--- src/rtl/sacr_pkg.sv ---
// Package with the types, constants and codes shared by the serial converter reader.
`default_nettype none
package sacr_pkg;

    localparam int NUM_CHIPS = 4;

    localparam int CS_W     = 4;
    localparam int SAMPLE_W = 12;
    localparam int SHIFT_W  = 13;
    localparam int TICK_W   = 16;
    localparam int BIT_W    = 5;

    localparam logic [BIT_W-1:0] CMD_BITS   = 5'd4;
    localparam logic [BIT_W-1:0] TOTAL_BITS = 5'd17;
    localparam logic [BIT_W-1:0] BIT_MODE   = 5'd1;
    localparam logic [BIT_W-1:0] BIT_CHAN   = 5'd2;

    localparam logic [TICK_W-1:0] HALF_RESET  = 16'd100;
    localparam logic [TICK_W-1:0] SETUP_RESET = 16'd20;

    localparam logic CFG_HALF  = 1'b0;
    localparam logic CFG_SETUP = 1'b1;

    localparam logic OP_TICK  = 1'b0;
    localparam logic OP_START = 1'b1;

    typedef enum logic [2:0] {
        PH_IDLE,
        PH_SETUP,
        PH_HIGH,
        PH_LOW,
        PH_TAIL
    } t_phase;

    typedef struct packed {
        logic       opcode;
        logic [1:0] chip_index;
        logic       channel_odd;
        logic       single_ended;
        logic       miso_bit;
    } t_in_item;

    typedef struct packed {
        logic [CS_W-1:0]     cs_lines;
        logic                sclk;
        logic                mosi;
        logic                busy_res;
        logic                done_res;
        logic [SAMPLE_W-1:0] sample;
    } t_out_item;

    typedef struct packed {
        logic [TICK_W-1:0] half_period_ticks;
        logic [TICK_W-1:0] setup_ticks;
    } t_cfg;

endpackage
`default_nettype wire

--- src/rtl/spi_adc_conversion_reader_top.sv ---
// Top level of the serial converter reader: configuration, input and result registers.
//
// Channel  Direction  Valid        Stall        Payload
// in       into block i_in_valid   o_in_stall   i_in_data  (one tick or start item)
// out      from block o_out_valid  i_out_stall  o_out_data (one result per item)
//
// Each item passes from transfer in to result out through the input register and then
// through the frame sequencer into the result register.
// A new item is taken in every cycle while the result side keeps up.
// When the result side stalls, the result register holds and the input register
// holds one more item before the input channel stalls.
// Reset is synchronous and active low; it clears the frame state and loads the
// default half period and setup delay.
`default_nettype none
module spi_adc_conversion_reader_top (
    input  wire                  i_clk,
    input  wire                  i_rst_n,
    input  wire                  i_in_valid,
    output logic                 o_in_stall,
    input  sacr_pkg::t_in_item   i_in_data,
    output logic                 o_out_valid,
    input  wire                  i_out_stall,
    output sacr_pkg::t_out_item  o_out_data,
    input  wire                  i_cfg_we,
    input  wire                  i_cfg_idx,
    input  wire [15:0]           i_cfg_wdata
);
    import sacr_pkg::*;

    t_cfg      r_cfg;
    logic      r_in_valid;
    t_in_item  r_in;
    logic      r_out_valid;
    t_out_item r_out;
    t_out_item w_res;
    logic      w_step;

    assign w_step      = r_in_valid && (!r_out_valid || !i_out_stall);
    assign o_in_stall  = r_in_valid && !w_step;
    assign o_out_valid = r_out_valid;
    assign o_out_data  = r_out;

    always_ff @(posedge i_clk) begin
        if (!i_rst_n) begin
            r_cfg.half_period_ticks <= HALF_RESET;
            r_cfg.setup_ticks       <= SETUP_RESET;
        end else if (i_cfg_we) begin
            case (i_cfg_idx)
                CFG_HALF:  r_cfg.half_period_ticks <= i_cfg_wdata;
                CFG_SETUP: r_cfg.setup_ticks       <= i_cfg_wdata;
                default:   r_cfg <= r_cfg;
            endcase
        end
    end

    always_ff @(posedge i_clk) begin
        if (!i_rst_n) begin
            r_in_valid <= 1'b0;
        end else if (!o_in_stall) begin
            r_in_valid <= i_in_valid;
        end
    end

    always_ff @(posedge i_clk) begin
        if (!o_in_stall && i_in_valid) begin
            r_in <= i_in_data;
        end
    end

    always_ff @(posedge i_clk) begin
        if (!i_rst_n) begin
            r_out_valid <= 1'b0;
        end else if (w_step) begin
            r_out_valid <= 1'b1;
        end else if (!i_out_stall) begin
            r_out_valid <= 1'b0;
        end
    end

    always_ff @(posedge i_clk) begin
        if (w_step) begin
            r_out <= w_res;
        end
    end

    sacr_frame u_frame (
        .i_clk   (i_clk),
        .i_rst_n (i_rst_n),
        .i_step  (w_step),
        .i_item  (r_in),
        .i_cfg   (r_cfg),
        .o_res   (w_res)
    );

`ifndef ASSERT_OFF
    a_done_idle: assert property (@(posedge i_clk) disable iff (!i_rst_n)
        r_out_valid && r_out.done_res |-> !r_out.busy_res)
        else $error("sample reported while frame still busy");

    a_select_busy: assert property (@(posedge i_clk) disable iff (!i_rst_n)
        r_out_valid && r_out.cs_lines != '1 |-> r_out.busy_res)
        else $error("select driven low outside a frame");

    a_stall_cause: assert property (@(posedge i_clk) disable iff (!i_rst_n)
        o_in_stall |-> r_in_valid && r_out_valid && i_out_stall)
        else $error("input stalled without a blocked result");
`endif

endmodule
`default_nettype wire

--- src/rtl/sacr_frame.sv ---
// Frame sequencer: steps one item against the frame state and forms its result.
`default_nettype none
module sacr_frame (
    input  wire                  i_clk,
    input  wire                  i_rst_n,
    input  wire                  i_step,
    input  sacr_pkg::t_in_item   i_item,
    input  sacr_pkg::t_cfg       i_cfg,
    output sacr_pkg::t_out_item  o_res
);
    import sacr_pkg::*;

    t_phase              r_phase, n_phase;
    logic [BIT_W-1:0]    r_bit_index, n_bit_index;
    logic [TICK_W-1:0]   r_tick_count, n_tick_count;
    logic [SHIFT_W-1:0]  r_shift_in, n_shift_in;
    logic [1:0]          r_active_chip, n_active_chip;
    logic                r_latched_mode, n_latched_mode;
    logic                r_latched_channel, n_latched_channel;
    logic                r_clock_level, n_clock_level;
    logic                r_data_level, n_data_level;
    logic [SAMPLE_W-1:0] r_last_sample, n_last_sample;
    logic                w_done;

    logic                w_start;
    logic [TICK_W-1:0]   w_cnt_inc;
    logic                w_half_end;
    logic                w_setup_end;
    logic                w_setup_zero;
    logic [BIT_W-1:0]    w_bit_inc;
    logic [CS_W-1:0]     w_lines;

    assign w_start      = (i_item.opcode == OP_START);
    assign w_cnt_inc    = r_tick_count + 16'd1;
    assign w_half_end   = (w_cnt_inc >= i_cfg.half_period_ticks);
    assign w_setup_end  = (w_cnt_inc >= i_cfg.setup_ticks);
    assign w_setup_zero = (i_cfg.setup_ticks == '0);
    assign w_bit_inc    = r_bit_index + 5'd1;

    always_comb begin
        n_phase = r_phase;
        case (r_phase)
            PH_IDLE: begin
                if (w_start) begin
                    n_phase = w_setup_zero ? PH_HIGH : PH_SETUP;
                end
            end
            PH_SETUP: begin
                if (!w_start && w_setup_end) begin
                    n_phase = PH_HIGH;
                end
            end
            PH_HIGH: begin
                if (!w_start && w_half_end) begin
                    n_phase = PH_LOW;
                end
            end
            PH_LOW: begin
                if (!w_start && w_half_end) begin
                    n_phase = (w_bit_inc >= TOTAL_BITS) ? PH_TAIL : PH_HIGH;
                end
            end
            PH_TAIL: begin
                if (!w_start && w_half_end) begin
                    n_phase = PH_IDLE;
                end
            end
            default: begin
                n_phase = PH_IDLE;
            end
        endcase
    end

    always_comb begin
        n_bit_index       = r_bit_index;
        n_tick_count      = r_tick_count;
        n_shift_in        = r_shift_in;
        n_active_chip     = r_active_chip;
        n_latched_mode    = r_latched_mode;
        n_latched_channel = r_latched_channel;
        n_clock_level     = r_clock_level;
        n_data_level      = r_data_level;
        n_last_sample     = r_last_sample;
        w_done            = 1'b0;
        case (r_phase)
            PH_IDLE: begin
                if (w_start) begin
                    n_active_chip     = i_item.chip_index;
                    n_latched_channel = i_item.channel_odd;
                    n_latched_mode    = i_item.single_ended;
                    n_data_level      = 1'b1;
                    n_clock_level     = w_setup_zero;
                    n_bit_index       = '0;
                    n_shift_in        = '0;
                    n_tick_count      = '0;
                end
            end
            PH_SETUP: begin
                if (!w_start) begin
                    n_tick_count = w_cnt_inc;
                    if (w_setup_end) begin
                        n_clock_level = 1'b1;
                        n_tick_count  = '0;
                    end
                end
            end
            PH_HIGH: begin
                if (!w_start) begin
                    n_tick_count = w_cnt_inc;
                    if (w_half_end) begin
                        n_clock_level = 1'b0;
                        n_tick_count  = '0;
                    end
                end
            end
            PH_LOW: begin
                if (!w_start) begin
                    n_tick_count = w_cnt_inc;
                    if (w_half_end) begin
                        if (r_bit_index >= CMD_BITS) begin
                            n_shift_in = {r_shift_in[SHIFT_W-2:0], i_item.miso_bit};
                        end
                        n_bit_index = w_bit_inc;
                        if (w_bit_inc == BIT_MODE) begin
                            n_data_level = r_latched_mode;
                        end else if (w_bit_inc == BIT_CHAN) begin
                            n_data_level = r_latched_channel;
                        end else begin
                            n_data_level = 1'b1;
                        end
                        n_tick_count = '0;
                        if (w_bit_inc < TOTAL_BITS) begin
                            n_clock_level = 1'b1;
                        end
                    end
                end
            end
            PH_TAIL: begin
                if (!w_start) begin
                    n_tick_count = w_cnt_inc;
                    if (w_half_end) begin
                        n_last_sample = r_shift_in[SHIFT_W-1:1];
                        n_tick_count  = '0;
                        w_done        = 1'b1;
                    end
                end
            end
            default: begin
                n_tick_count = '0;
            end
        endcase
    end

    always_comb begin
        w_lines = '1;
        if (n_phase != PH_IDLE && n_phase != PH_TAIL && int'(n_active_chip) < NUM_CHIPS) begin
            w_lines[n_active_chip] = 1'b0;
        end
        o_res.cs_lines = w_lines;
        o_res.sclk     = n_clock_level;
        o_res.mosi     = n_data_level;
        o_res.busy_res = (n_phase != PH_IDLE);
        o_res.done_res = w_done;
        o_res.sample   = n_last_sample;
    end

    always_ff @(posedge i_clk) begin
        if (!i_rst_n) begin
            r_phase           <= PH_IDLE;
            r_bit_index       <= '0;
            r_tick_count      <= '0;
            r_shift_in        <= '0;
            r_active_chip     <= '0;
            r_latched_mode    <= 1'b0;
            r_latched_channel <= 1'b0;
            r_clock_level     <= 1'b0;
            r_data_level      <= 1'b1;
            r_last_sample     <= '0;
        end else if (i_step) begin
            r_phase           <= n_phase;
            r_bit_index       <= n_bit_index;
            r_tick_count      <= n_tick_count;
            r_shift_in        <= n_shift_in;
            r_active_chip     <= n_active_chip;
            r_latched_mode    <= n_latched_mode;
            r_latched_channel <= n_latched_channel;
            r_clock_level     <= n_clock_level;
            r_data_level      <= n_data_level;
            r_last_sample     <= n_last_sample;
        end
    end

`ifndef ASSERT_OFF
    a_idle_lines: assert property (@(posedge i_clk) disable iff (!i_rst_n)
        r_phase == PH_IDLE |-> !r_clock_level && r_data_level)
        else $error("serial clock or data out not at rest while idle");

    a_bit_range: assert property (@(posedge i_clk) disable iff (!i_rst_n)
        r_bit_index <= TOTAL_BITS)
        else $error("bit index beyond frame length");

    a_idle_hold: assert property (@(posedge i_clk) disable iff (!i_rst_n)
        i_step && r_phase == PH_IDLE && !w_start |=> $stable(r_last_sample) && r_phase == PH_IDLE)
        else $error("idle tick changed frame state");
`endif

endmodule
`default_nettype wire
--- config.mk ---
export PLATFORM = sky130hd
export DESIGN_NAME = spi_adc_conversion_reader_top
export DESIGN_NICKNAME = d
export VERILOG_FILES = /design/src/rtl/sacr_pkg.sv /design/src/rtl/spi_adc_conversion_reader_top.sv /design/src/rtl/sacr_frame.sv
export SDC_FILE = /design/constraint.sdc
export NUM_CORES = 1
export LEC_CHECK = 0
export CAP_MARGIN = 20
export CORE_MARGIN = 2
export CORE_UTILIZATION = 30
export DETAILED_ROUTE_END_ITERATION = 10
export DONT_BUFFER_PORTS = 1
export MAX_ROUTING_LAYER = met4
export SETUP_SLACK_MARGIN = 0.02
export SYNTH_ARGS = -nofsm -noshare
export SYNTH_HDL_FRONTEND = slang
export SYNTH_SLANG_ARGS = --single-unit
--- constraint.sdc ---
create_clock -name i_clk -period 8.8 [get_ports i_clk]
set_input_delay 1.32 -clock i_clk [delete_from_list [all_inputs] [get_ports i_clk]]
set_output_delay 1.32 -clock i_clk [all_outputs]
set_load 0.01 [all_outputs]
==> summary.txt <==
Status
  – Status: finished clean

Clocking
  – Worst-Skew Late Latency: 0.42 ns
  – Post-CTS Setup Bufs: 0
  – CTS tree: built
  – H-tree Lvls: 4
  – CTS Buf Count: 17
  – Hold-fix buffers, CTS: 0
  – Clk sinks: 115
  – Post-cts gate resize count: 0
  – Clock Tree Buf Depth: 2
  – Root buffer cell: clkbuf_16
  – Reg clk slew, reported paths: 0.06 ns

Timing
  – Worst setup margin: 4.12 ns
  – Hold violation count in the final report: 0
  – Worst slew pin tran: 1.02 ns
  – Achievable Freq: 214 MHz
  – Setup Skew: 0.0106 ns
  – Final TNS setup: 0 ns
  – Slew Limit Fails: 0
  – Finish-stage setup viols: 0
  – Period minus WS final: 4.68 ns
  – Worst rel slew slack: 32.1%
  – Tcrit/Tclk final: 53.1%
  – RSZ-0062 raised after global routing: false

Global route
  – GRT overflow: 0
  – Vias in the first global route: 4,221
  – Initial antenna violation count: 0
  – First-pass GRT wire length: 21.3 mm
  – Overall Global Routing Usage: 13.1%
  – Largest net degree at the start of global routing: 67

Layout
  – Total Nets Final: 720
  – Layout cells sized above 1: 9.12%
  – Synth-to-Final Area Change: 12.5%
  – ANT cells: 0

Yosys
  – Number of flops mapped to enable cells by yosys: 26
  – #FFs+latches synth: 115
  – Syn_nets: 733
  – Average size of a mapped cell: 8.91 sq um
  – Asr flop ratio synth: 0%
  – Synth warnings: 0
  – Netlist Area Pre-Place: 5960 sq um
  – Dominant cell type by area after synthesis: dfxtp_1
  – Area fraction of the dominant cell type after synthesis: 29.9%
  – Synth cell types: 61
  – Synth top area cells: dfxtp_1 (30%), edfxtp_1 (13%), nand2_1 (8.8%), ha_1 (7.6%), mux2i_1 (4.4%)
  – Synthesized instance count: 669
  – Register area share after synthesis: 43.0%
  – Predominant post-synthesis flop cell: dfxtp_1

Pwr
  – Total Power: 1.33 mW
  – Leakage: 2.61 nW
  – Peak VDD IR: 0.000123 V
  – PD cells: 198 nW/um^2

Drt
  – Vias: 4,406
  – DR pass1 iterations: 4
  – DRC Markers: 0
  – Via-per-instance ratio: 4.72
  – Drt wl/cell: 13.9 um
  – 1st-iter DRT viols: 205
  – Post-DRT Antenna Nets: 0
  – DRT Wirelength: 13.0 mm

Hold path
  – Hold path start: r_cfg[29]
  – Hold Path Class: flip-flop to flip-flop

Worst setup path
  – Startpoint Class: flip-flop
  – Data required time of the critical path: 9.09 ns
  – Worst path cell trace: ha_1, nand3_1, or2_2, nor2_1, nand3_1, xnor2_1, ha_1, nand4_1, nor3_2, o311ai_2, a31oi_4, and3_1, nand2_2, mux2i_1
  – Critical Path Fanout Max: 14
  – R2r startpoint: u_frame.r_tick_count[0]
  – Top Family by Delay on Critical Path: simple AND/OR/NAND/NOR gates
  – Worst path slowest cell: and3_1
  – CP arrival: 4.97 ns
  – Worst path bufs/invs: 0
  – Crit path launch: u_frame.r_tick_count[0]
  – Setup CP Type: flip-flop to flip-flop
  – Worst setup EP type: flip-flop
  – CP max stage delay: 0.82 ns

Floorplanning
  – Num rows: 51
  – I/O pin total: 50
  – Die Wd: 145 um
  – Die H: 145 um
  – Die area: 21,000 sq um
  – Core area: 19,500 sq um
  – Initial Util: 30.6%

Placed design
  – Post-DP HPWL: 9.15 mm
  – DP Worst Slack: 4.13 ns
  – Port Buffer Count: 0
  – GP Congestion: 0.872

Flow run
  – Number of max-cap violations: 0
==> worst register-to-register path, delay by kind of cell, from the launching register on <==
kind            cells  cell delay [ns]
xor+xnor            1             0.17
mux                 1             0.22
simple gates        8             2.57
flops               1             0.43
fa+ha+maj           2             0.55
compound gates      2             0.60
==> Yosys cell counts, types with 6 or more instances <==
cell / number
nor2b_1: 6
a31oi_1: 7
o21ai_0: 14
nand3_1: 35
dfxtp_1: 89
nor2_1: 33
ha_1: 36
xor2_1: 11
inv_1: 42
nor3_1: 16
mux2i_1: 26
nand2_1: 140
nand4_1: 8
edfxtp_1: 26
xnor2_1: 16
a21boi_0: 13
mux2_4: 9
clkbuf_1: 22
a21oi_1: 40
==> registers in the layout, summed over array words and instances, names as in the netlist <==
signal	flops
u_frame.r_shift_in	13
u_frame.r_last_sample	12
u_frame.r_bit_index	5
u_frame.r_latched_mode	1
u_frame.r_data_level	1
o_out_valid	1
r_in	6
u_frame.r_clock_level	1
u_frame.r_phase	3
o_out_data	20
u_frame.r_active_chip	2
u_frame.r_latched_channel	1
r_cfg	32
r_in_valid	1
u_frame.r_tick_count	16
==> cell usage in the layout (no fill, tap or decap), types with 3 or more instances in the layout <==
cell       count
nand2_1      140
dfxtp_1       89
inv_1         42
a21oi_1       40
ha_1          36
nand3_1       35
nor2_1        33
mux2i_1       26
edfxtp_1      26
clkbuf_16     17
xnor2_1       16
nor3_1        16
o21ai_0       14
a21boi_0      13
xor2_1        11
mux2_4         9
nand4_1        8
a31oi_1        7
inv_6          7
nor2b_1        6
o211ai_1       5
nand2b_1       4
nor3b_1        4
mux2_2         3
o21a_1         3
nor4_1         3
and3_1         3
and2_1         3
nand3b_1       3
clkinv_4       3
inv_8          3
buf_4          3
==> cells by family (layout without fill, tap and decap cells) <==
| kind of cell | count (synthesis) | in the layout | synth area share, % |
|---|---|---|---|
| adder cells (fa/ha/maj) | 36 | 36 | 7.56 |
| flip-flops | 115 | 115 | 43.0 |
| XOR/XNOR | 27 | 27 | 3.97 |
| buffers and inverters | 79 | 79 | 6.04 |
| AO/OA/AOI/OAI | 105 | 105 | 11.9 |
| AND/OR/NAND/NOR | 269 | 269 | 20.4 |
| multiplexers | 38 | 38 | 7.20 |
==> final cells by class <==
class / instances / area (sq um)
fill: 1996 / 12800
multi-input combinational: 475 / 3040
sequential: 115 / 2560
clock buffer: 17 / 425
tap: 265 / 332
inverter: 44 / 165
clock inverter: 15 / 159
timing repair buffer: 3 / 22.5
==> layer usage <==
| layer | vias up | GRT usage [%] | part of all wire [%] |
|---|---|---|---|
| met5 | - | - | 0 |
| met4 | 0 | 4.85 | 2.1 |
| met3 | 21 | 4.18 | 4.5 |
| met2 | 81 | 20.1 | 45 |
| met1 | 2011 | 16.1 | 48 |
| li1 | 2293 | - | - |
==> through the flow <==
step	hold WS [ns]	instance area, sq um	std cells	utilization [%]
after floorplan	0.436	5960	669	-
after global placement	0.445	6120	902	31.4
after detailed placement	0.448	6120	902	31.4
after CTS	0.456	6710	934	34.5
after global routing	0.476	6710	934	34.5
final	0.455	6710	934	34.5
==> worst paths after layout <==
kind,end,slack (ns),cells after the start
min,r_cfg[29],0.45,2
max reg2reg,u_frame.r_last_sample[2],4.12,14
min reg2reg,r_cfg[29],0.45,2
max,u_frame.r_last_sample[2],4.12,14
==> power breakdown <==
part | total, mW | internal [mW] | switching [mW]
sequential | 0.569 | 0.556 | 0.0131
combinational | 0.0774 | 0.0269 | 0.0505
clock | 0.682 | 0.401 | 0.281
No activity file was read; power rests on OpenSTA's default activity.
